===== src/design/msr_pkg.sv =====
// Package for the missing segment tracker.
// Holds field widths, bitmap word geometry, action codes and the FSM state type.
// No dependencies.
package msr_pkg;

    localparam int SEG_W     = 12;
    localparam int CNT_W     = 13;
    localparam int WORD_W    = 32;
    localparam int BIT_IDX_W = 5;
    localparam int WIDX_W    = SEG_W - BIT_IDX_W;

    localparam logic [CNT_W-1:0] COUNT_MAX = {CNT_W{1'b1}};

    localparam logic ACT_ARRIVE = 1'b0;
    localparam logic ACT_POLL   = 1'b1;

    typedef enum logic [1:0] {
        ST_CLEAR,
        ST_IDLE,
        ST_ARRIVE,
        ST_POLL
    } state_t;

endpackage


===== src/design/msr_ram.sv =====
// Generic simple dual-port RAM, one write port and one registered read port.
// Read data holds while no read is issued. No dependencies.
module msr_ram #(
    parameter int WIDTH = 32,
    parameter int DEPTH = 128,
    localparam int AW = (DEPTH > 1) ? $clog2(DEPTH) : 1
) (
    input  logic             clk,
    input  logic             wr_en,
    input  logic [AW-1:0]    wr_addr,
    input  logic [WIDTH-1:0] wr_data,
    input  logic             rd_en,
    input  logic [AW-1:0]    rd_addr,
    output logic [WIDTH-1:0] rd_data
);

    logic [WIDTH-1:0] mem [DEPTH];

    always_ff @(posedge clk) begin
        if (wr_en) begin
            mem[wr_addr] <= wr_data;
        end
        if (rd_en) begin
            rd_data <= mem[rd_addr];
        end
    end

endmodule


===== src/design/missing_segment_tracker_core.sv =====
// Missing segment tracker: received-segment bitmap in RAM, scan pointer, arrival count.
// Depends on msr_pkg and msr_ram.
// Arrival: RAM read on acceptance, then modify, write back and result once m_ is free.
// Poll: scans 32-bit bitmap words from the pointer word onward, one RAM read per cycle,
// until a missing segment, the limit word or a pointer past the limit ends the scan.
// One item at a time; a new item is taken while the previous result waits at m_.
// Reset: a clearing pass writes zero to every bitmap word, one per cycle,
// ceil(min(MAX_SEGMENTS,4096)/32) words (128 by default); s_tready stays low meanwhile.
module missing_segment_tracker_core
    import msr_pkg::*;
#(
    parameter int MAX_SEGMENTS = 4096
) (
    input  logic        aclk,
    input  logic        aresetn,
    input  logic        cfg_wr_en,
    input  logic [11:0] cfg_wr_data,   // last_segment
    input  logic        s_tvalid,
    output logic        s_tready,
    input  logic [15:0] s_tdata,       // [11:0] segment_number, [15:12] zero
    input  logic        s_tuser,       // [0] action
    output logic        m_tvalid,
    input  logic        m_tready,
    output logic [15:0] m_tdata        // [0] is_new, [1] missing_found,
                                       // [13:2] missing_segment, [14] all_received
);

    localparam int DEPTH  = (MAX_SEGMENTS < (1 << SEG_W)) ? MAX_SEGMENTS : (1 << SEG_W);
    localparam int NWORDS = (DEPTH + WORD_W - 1) / WORD_W;
    localparam int AW     = (NWORDS > 1) ? $clog2(NWORDS) : 1;
    localparam logic [SEG_W-1:0] CAP       = SEG_W'(DEPTH - 1);
    localparam logic [AW-1:0]    LAST_WORD = AW'(NWORDS - 1);

    state_t              state_reg, state_next;
    logic [SEG_W-1:0]    last_seg_reg;
    logic [SEG_W-1:0]    ptr_reg, ptr_next;
    logic [CNT_W-1:0]    count_reg, count_next;
    logic [AW-1:0]       clr_addr_reg, clr_addr_next;
    logic [SEG_W-1:0]    seg_reg, seg_next;
    logic [WIDX_W-1:0]   cur_word_reg, cur_word_next;
    logic [BIT_IDX_W-1:0] start_bit_reg, start_bit_next;
    logic                beyond_reg, beyond_next;

    logic                out_valid_reg, out_valid_next;
    logic                out_new_reg, out_new_next;
    logic                out_found_reg, out_found_next;
    logic [SEG_W-1:0]    out_seg_reg, out_seg_next;
    logic                out_all_reg, out_all_next;

    logic                ram_wr_en, ram_rd_en;
    logic [AW-1:0]       ram_wr_addr, ram_rd_addr;
    logic [WORD_W-1:0]   ram_wr_data, ram_rd_data;

    logic [SEG_W-1:0]    lim;
    logic [WIDX_W-1:0]   lim_word;
    logic                out_free;
    logic [WORD_W-1:0]   mask_lo, mask_hi, cand;
    logic [BIT_IDX_W-1:0] hit_idx;
    logic [SEG_W-1:0]    hit_seg;
    logic                hit, arr_new;
    logic [CNT_W-1:0]    total;

    function automatic logic [BIT_IDX_W-1:0] first_set(input logic [WORD_W-1:0] v);
        logic [BIT_IDX_W-1:0] idx;
        idx = '0;
        for (int i = WORD_W - 1; i >= 0; i--) begin
            if (v[i]) idx = BIT_IDX_W'(i);
        end
        return idx;
    endfunction

    msr_ram #(
        .WIDTH (WORD_W),
        .DEPTH (NWORDS)
    ) u_map (
        .clk     (aclk),
        .wr_en   (ram_wr_en),
        .wr_addr (ram_wr_addr),
        .wr_data (ram_wr_data),
        .rd_en   (ram_rd_en),
        .rd_addr (ram_rd_addr),
        .rd_data (ram_rd_data)
    );

    assign lim      = (last_seg_reg > CAP) ? CAP : last_seg_reg;
    assign lim_word = lim[SEG_W-1:BIT_IDX_W];
    assign out_free = !out_valid_reg || m_tready;
    assign total    = CNT_W'(last_seg_reg) + CNT_W'(1);

    assign mask_lo  = {WORD_W{1'b1}} << start_bit_reg;
    assign mask_hi  = (cur_word_reg == lim_word)
                    ? ({WORD_W{1'b1}} >> (~lim[BIT_IDX_W-1:0])) : {WORD_W{1'b1}};
    assign cand     = ~ram_rd_data & mask_lo & mask_hi;
    assign hit      = |cand;
    assign hit_idx  = first_set(cand);
    assign hit_seg  = {cur_word_reg, hit_idx};
    assign arr_new  = (seg_reg <= lim) && !ram_rd_data[seg_reg[BIT_IDX_W-1:0]];

    assign s_tready = (state_reg == ST_IDLE);
    assign m_tvalid = out_valid_reg;
    assign m_tdata  = {1'b0, out_all_reg, out_seg_reg, out_found_reg, out_new_reg};

    always_comb begin
        state_next     = state_reg;
        ptr_next       = ptr_reg;
        count_next     = count_reg;
        clr_addr_next  = clr_addr_reg;
        seg_next       = seg_reg;
        cur_word_next  = cur_word_reg;
        start_bit_next = start_bit_reg;
        beyond_next    = beyond_reg;
        out_valid_next = out_valid_reg && !m_tready;
        out_new_next   = out_new_reg;
        out_found_next = out_found_reg;
        out_seg_next   = out_seg_reg;
        out_all_next   = out_all_reg;
        ram_wr_en      = 1'b0;
        ram_wr_addr    = '0;
        ram_wr_data    = '0;
        ram_rd_en      = 1'b0;
        ram_rd_addr    = '0;

        unique case (state_reg)
            ST_CLEAR: begin
                ram_wr_en     = 1'b1;
                ram_wr_addr   = clr_addr_reg;
                clr_addr_next = clr_addr_reg + AW'(1);
                if (clr_addr_reg == LAST_WORD) begin
                    state_next = ST_IDLE;
                end
            end
            ST_IDLE: begin
                if (s_tvalid) begin
                    ram_rd_en = 1'b1;
                    if (s_tuser == ACT_POLL) begin
                        ram_rd_addr    = AW'(ptr_reg[SEG_W-1:BIT_IDX_W]);
                        cur_word_next  = ptr_reg[SEG_W-1:BIT_IDX_W];
                        start_bit_next = ptr_reg[BIT_IDX_W-1:0];
                        beyond_next    = ptr_reg > lim;
                        state_next     = ST_POLL;
                    end else begin
                        ram_rd_addr = AW'(s_tdata[SEG_W-1:BIT_IDX_W]);
                        seg_next    = s_tdata[SEG_W-1:0];
                        state_next  = ST_ARRIVE;
                    end
                end
            end
            ST_ARRIVE: begin
                if (out_free) begin
                    if (arr_new) begin
                        ram_wr_en   = 1'b1;
                        ram_wr_addr = AW'(seg_reg[SEG_W-1:BIT_IDX_W]);
                        ram_wr_data = ram_rd_data
                                    | (WORD_W'(1) << seg_reg[BIT_IDX_W-1:0]);
                        if (count_reg != COUNT_MAX) begin
                            count_next = count_reg + CNT_W'(1);
                        end
                    end
                    out_valid_next = 1'b1;
                    out_new_next   = arr_new;
                    out_found_next = 1'b0;
                    out_seg_next   = '0;
                    out_all_next   = ((arr_new && count_reg != COUNT_MAX)
                                      ? count_reg + CNT_W'(1) : count_reg) == total;
                    state_next     = ST_IDLE;
                end
            end
            ST_POLL: begin
                if (beyond_reg || hit || cur_word_reg == lim_word) begin
                    if (out_free) begin
                        out_valid_next = 1'b1;
                        out_new_next   = 1'b0;
                        out_found_next = !beyond_reg && hit;
                        out_seg_next   = (!beyond_reg && hit) ? hit_seg : '0;
                        out_all_next   = count_reg == total;
                        ptr_next       = (!beyond_reg && hit && hit_seg != lim)
                                       ? hit_seg + SEG_W'(1) : '0;
                        state_next     = ST_IDLE;
                    end
                end else begin
                    ram_rd_en      = 1'b1;
                    ram_rd_addr    = cur_word_reg[AW-1:0] + AW'(1);
                    cur_word_next  = cur_word_reg + WIDX_W'(1);
                    start_bit_next = '0;
                end
            end
            default: state_next = ST_IDLE;
        endcase
    end

    always_ff @(posedge aclk) begin
        if (!aresetn) begin
            state_reg     <= ST_CLEAR;
            last_seg_reg  <= '0;
            ptr_reg       <= '0;
            count_reg     <= '0;
            clr_addr_reg  <= '0;
            out_valid_reg <= 1'b0;
        end else begin
            state_reg     <= state_next;
            ptr_reg       <= ptr_next;
            count_reg     <= count_next;
            clr_addr_reg  <= clr_addr_next;
            out_valid_reg <= out_valid_next;
            if (cfg_wr_en) begin
                last_seg_reg <= cfg_wr_data;
            end
        end
    end

    always_ff @(posedge aclk) begin
        seg_reg       <= seg_next;
        cur_word_reg  <= cur_word_next;
        start_bit_reg <= start_bit_next;
        beyond_reg    <= beyond_next;
        out_new_reg   <= out_new_next;
        out_found_reg <= out_found_next;
        out_seg_reg   <= out_seg_next;
        out_all_reg   <= out_all_next;
    end

    a_no_result_in_clear: assert property (@(posedge aclk) disable iff (!aresetn)
        (state_reg == ST_CLEAR) |-> !out_valid_reg)
        else $error("result produced during clearing pass");

    a_count_bounded: assert property (@(posedge aclk) disable iff (!aresetn)
        count_reg <= CNT_W'(DEPTH))
        else $error("arrival count exceeds bitmap size");

    a_no_rw_overlap: assert property (@(posedge aclk) disable iff (!aresetn)
        !(ram_wr_en && ram_rd_en))
        else $error("bitmap read and write in the same cycle");

    a_scan_in_range: assert property (@(posedge aclk) disable iff (!aresetn)
        (state_reg == ST_POLL && !beyond_reg) |-> cur_word_reg <= lim_word)
        else $error("scan ran past the last segment word");

    a_accept_starts_work: assert property (@(posedge aclk) disable iff (!aresetn)
        (s_tvalid && s_tready) |=> (state_reg == ST_ARRIVE || state_reg == ST_POLL))
        else $error("accepted transfer not processed");

endmodule


===== config.mk =====
export PLATFORM = sky130hd
export DESIGN_NAME = missing_segment_tracker_core
export DESIGN_NICKNAME = d
export VERILOG_FILES = /design/src/design/msr_pkg.sv /design/src/design/msr_ram.sv /design/src/design/missing_segment_tracker_core.sv
export SDC_FILE = /design/constraint.sdc
export NUM_CORES = 2
export LEC_CHECK = 0
export BUFFER_PORTS_ARGS = -buffer_cell sky130_fd_sc_hd__buf_2
export CORE_UTILIZATION = 40
export CTS_CLUSTER_SIZE = 30
export DETAILED_ROUTE_END_ITERATION = 8
export GPL_ROUTABILITY_DRIVEN = 0
export PLACE_DENSITY = 0.64
export SETUP_SLACK_MARGIN = 0.2
export SLEW_MARGIN = 20
export SYNTH_ARGS = -nofsm -noshare
export SYNTH_HDL_FRONTEND = slang
export SYNTH_HIERARCHICAL = 1
export SYNTH_SLANG_ARGS = --single-unit
export TNS_END_PERCENT = 50

===== constraint.sdc =====
create_clock -name aclk -period 8.3 [get_ports aclk]
set_clock_uncertainty 0.1 [all_clocks]
set_input_delay 1.66 -clock aclk [delete_from_list [all_inputs] [get_ports aclk]]
set_output_delay 1.66 -clock aclk [all_outputs]
set_load 0.02 [all_outputs]

==> flow_summary.ini <==
[timing]
fin_crit_ns = 7.861
setup-tns-final_ns = 0
rsz0062_at_grt = false
worst_pin_slew_ns = 1.144
finalCritPeriodShare = 0.9471
fmax_ghz = 0.1272
maxSlewHeadroom = 0.2372
drv_slew = 0
setup_viol = 0
finalHoldViolations = 0

[routing]
avgViaCountPerCell = 5.931
wirelength_um = 420100
drc_errors = 5
dr.first_iter.drc_count = 10260
avgRoutedWirePerCell_um = 31.98
vias = 77900
ant_nets = 0
dr.pass1.iters = 9

[placement]
dp_hpwl_um = 240300
io_buffers = 46

[setup_path]
reg2reg_from = cur_word_reg[5]$_DFFE_PP_
critical_path_buf_inv_count = 7
cp_top_family = multiplexers
critPathCaptureType = flip-flop
worst-path-max-fanout = 28
crit_top_cell = buf_4
required_ns = 8.92
crit-reg2reg-capture = u_map/rd_data[4]$_DFFE_PP_
max_stage_delay_ns = 0.99
cp_slowest_cell = and4_1
critical_path_class = flip-flop to flip-flop
rrSetupSlack_ns = 0.44
cp-start-kind = flip-flop
cp_cell_sequence = buf_4, xnor2_1, and4_1, a311oi_1, a2111o_1, nor3_1, nand2_1, nor4b_4, buf_4, nand3_1, buf_4, o21ai_4, buf_16, buf_4, buf_12, buf_12, mux4_2, mux4_2, mux4_2, mux2_2
r2r_cells = 20
crit_arrival_ns = 8.48

[floorplanning]
core_sq_um = 407300
start_util = 0.4027
pin_count = 52
dieHeight_um = 642.3
rows = 234
die_w_um = 642.3
die-area_sq_um = 412600

[logic_synthesis]
ys_async_sr_fraction = 0
synth-edff-count = 4168
synth_area_per_cell_sq_um = 23.81
synth_top_flop_cell = edfxtp_1
yosys_warnings = 6
synth_seq_area_share = 0.7689
ys_types = 81
syn_inst = 6887
syn_area_sq_um = 164000
synth_seq_cells = 4215
syn-num-nets = 6950

[power_and_ir_drop]
vdd_drop_max_uv = 169.0
p_leak_nw = 65.25
power_density_nw_per_um2 = 219.7
fin_total_pwr_mw = 41.16

[worst_hold_path]
hold_path_depth = 2
holdPathEnd = ptr_reg[3]$_SDFFE_PN0P_
worstHoldPathType = flip-flop to flip-flop
min_from = ptr_reg[3]$_SDFFE_PN0P_

[clock_network]
clk_latency_ns = 0.97
cts_resized = 0
cts_htree_levels = 5
cts_setup_buffers = 0
cts_tree = built
cts-root-buf = clkbuf_16
ctsHoldBuffers = 0
max-clock-path-buffers = 4
clock-sinks = 4215
clk_pin_slew_ns = 0.07
cts_made_buffers = 402

[run_status]
violations = design-rule violations
status = finished, violations left

[finish]
final_common_cell = edfxtp_1
largest_register_ffs = 4096
layout.nets = 7418
fill_cells = 32830
drive_above_1_share = 0.3367
area_growth_pct = 14.25
final_cell_mix = edfxtp_1 (4,168), mux4_2 (1,353), clkbuf_16 (410)

[global_route]
grt_max_degree = 97
grt_pass1_wl_um = 592400
grt_pass1_vias = 78340
track_usage = 0.2012
grt_overflow_total = 0
antenna_found_initial = 21

[run]
maxCapViolations = 0
[synthesized netlist by cell type, drive strengths merged (9+ instances only)]
master,count,share of area
edfxtp,4168,0.76
mux4,1353,0.19
nor2,232,0.0054
clkbuf,215,0.0049
buf,166,0.0049
nand2,79,0.0018
a21oi,73,0.0022
dfxtp,47,0.0057
xnor2,45,0.0025
nand3,38,0.0012
mux2,35,0.0024
o21ai,35,0.0011
nor3,32,0.0011
ha,29,0.0022
inv,28,0.00064
and2,23,0.00088
mux2i,23,0.0014
nor2b,23,0.00088
nand2b,19,0.00072
xor2,19,0.0011
nand4,17,0.00065
a31oi,15,0.00057
and3,13,0.00050
o211ai,10,0.00046
a311o,9,0.00055
a311oi,9,0.00048
o31ai,9,0.00041
or3,9,0.00037
[power by group]
part	switching (mW)	internal (mW)	total, mW
logic	0.261	0.139	0.400
registers	0.0235	23.1	23.1
clock network	7.75	9.89	17.6
[kinds of logic (layout without fill, tap and decap cells)]
family | Yosys count | in the layout | share of synthesized area
DFF | 4215 | 4215 | 0.7689
xor gates and xnor gates | 64 | 64 | 0.003670
muxes | 1411 | 1411 | 0.1896
and+or+nand+nor | 517 | 517 | 0.01503
buffers and inverters | 409 | 1211 | 0.01043
AOI/OAI and AO/OA | 241 | 241 | 0.01009
other | 1 | 19 | 0.00002287
adders and majority gates | 29 | 29 | 0.002213
[layer usage]
metal	share of wire	wire length (um)	GRT usage	vias up
met3	0.093	39210	0.03686	626
met1	0.39	165900	0.2830	42710
met4	0.031	12870	0.05819	12
met5	0.00021	88	0	-
li1	-	-	-	30690
met2	0.48	202000	0.3226	3868
[per-stage QoR]
| step | setup slack, ns | instance area [sq um] | util | cells | hold slack, ns |
|---|---|---|---|---|---|
| finish | 0.4388 | 187400 | 0.4601 | 13140 | 0.3704 |
| global route | 0.3173 | 187300 | 0.4600 | 13120 | 0.3853 |
| CTS | 0.6117 | 187200 | 0.4597 | 13110 | 0.3699 |
| detailed placement | 0.6322 | 174700 | 0.4289 | 12380 | 0.3583 |
| global placement | 0.4954 | 174600 | 0.4288 | 12370 | 0.3603 |
| floorplan | 2.012 | 164000 | - | 6887 | 0.3374 |
[layout make-up]
cell class	instances	area, sq um	share of cell area
timing repair buffer	445	4294	0.02292
tap	5428	6792	0.03625
multi-input combinational	2263	37500	0.2001
clock buffer	500	10600	0.05656
inverter	28	105.1	0.0005610
antenna	18	45.04	0.0002404
sequential	4215	126100	0.6730
clock inverter	238	1931	0.01030
[worst reg2reg max path: cells and delay by family (launching register included)]
| family | cells | cell delay, ns |
|---|---|---|
| AOI/OAI and AO/OA | 3 | 1.45 |
| xor gates and xnor gates | 1 | 0.21 |
| muxes | 4 | 2.05 |
| and+or+nand+nor | 5 | 1.98 |
| DFF | 1 | 0.35 |
| buffers and inverters | 7 | 1.50 |
[worst max path at each step]
stage                     cells past startpoint                         end                      start
after global routing                         19  u_map/rd_data[5]$_DFFE_PP_  cur_word_reg[5]$_DFFE_PP_
final                                        20  u_map/rd_data[4]$_DFFE_PP_  cur_word_reg[5]$_DFFE_PP_
after floorplan                               6  u_map/mem[0][10]$_DFFE_PP_                   m_tready
after detailed placement                     20  u_map/rd_data[4]$_DFFE_PP_  cur_word_reg[5]$_DFFE_PP_
after global placement                       19  u_map/rd_data[4]$_DFFE_PP_  cur_word_reg[5]$_DFFE_PP_
after CTS                                    19  u_map/rd_data[5]$_DFFE_PP_  cur_word_reg[5]$_DFFE_PP_
Note: power is estimated with default switching activity, not from simulation.
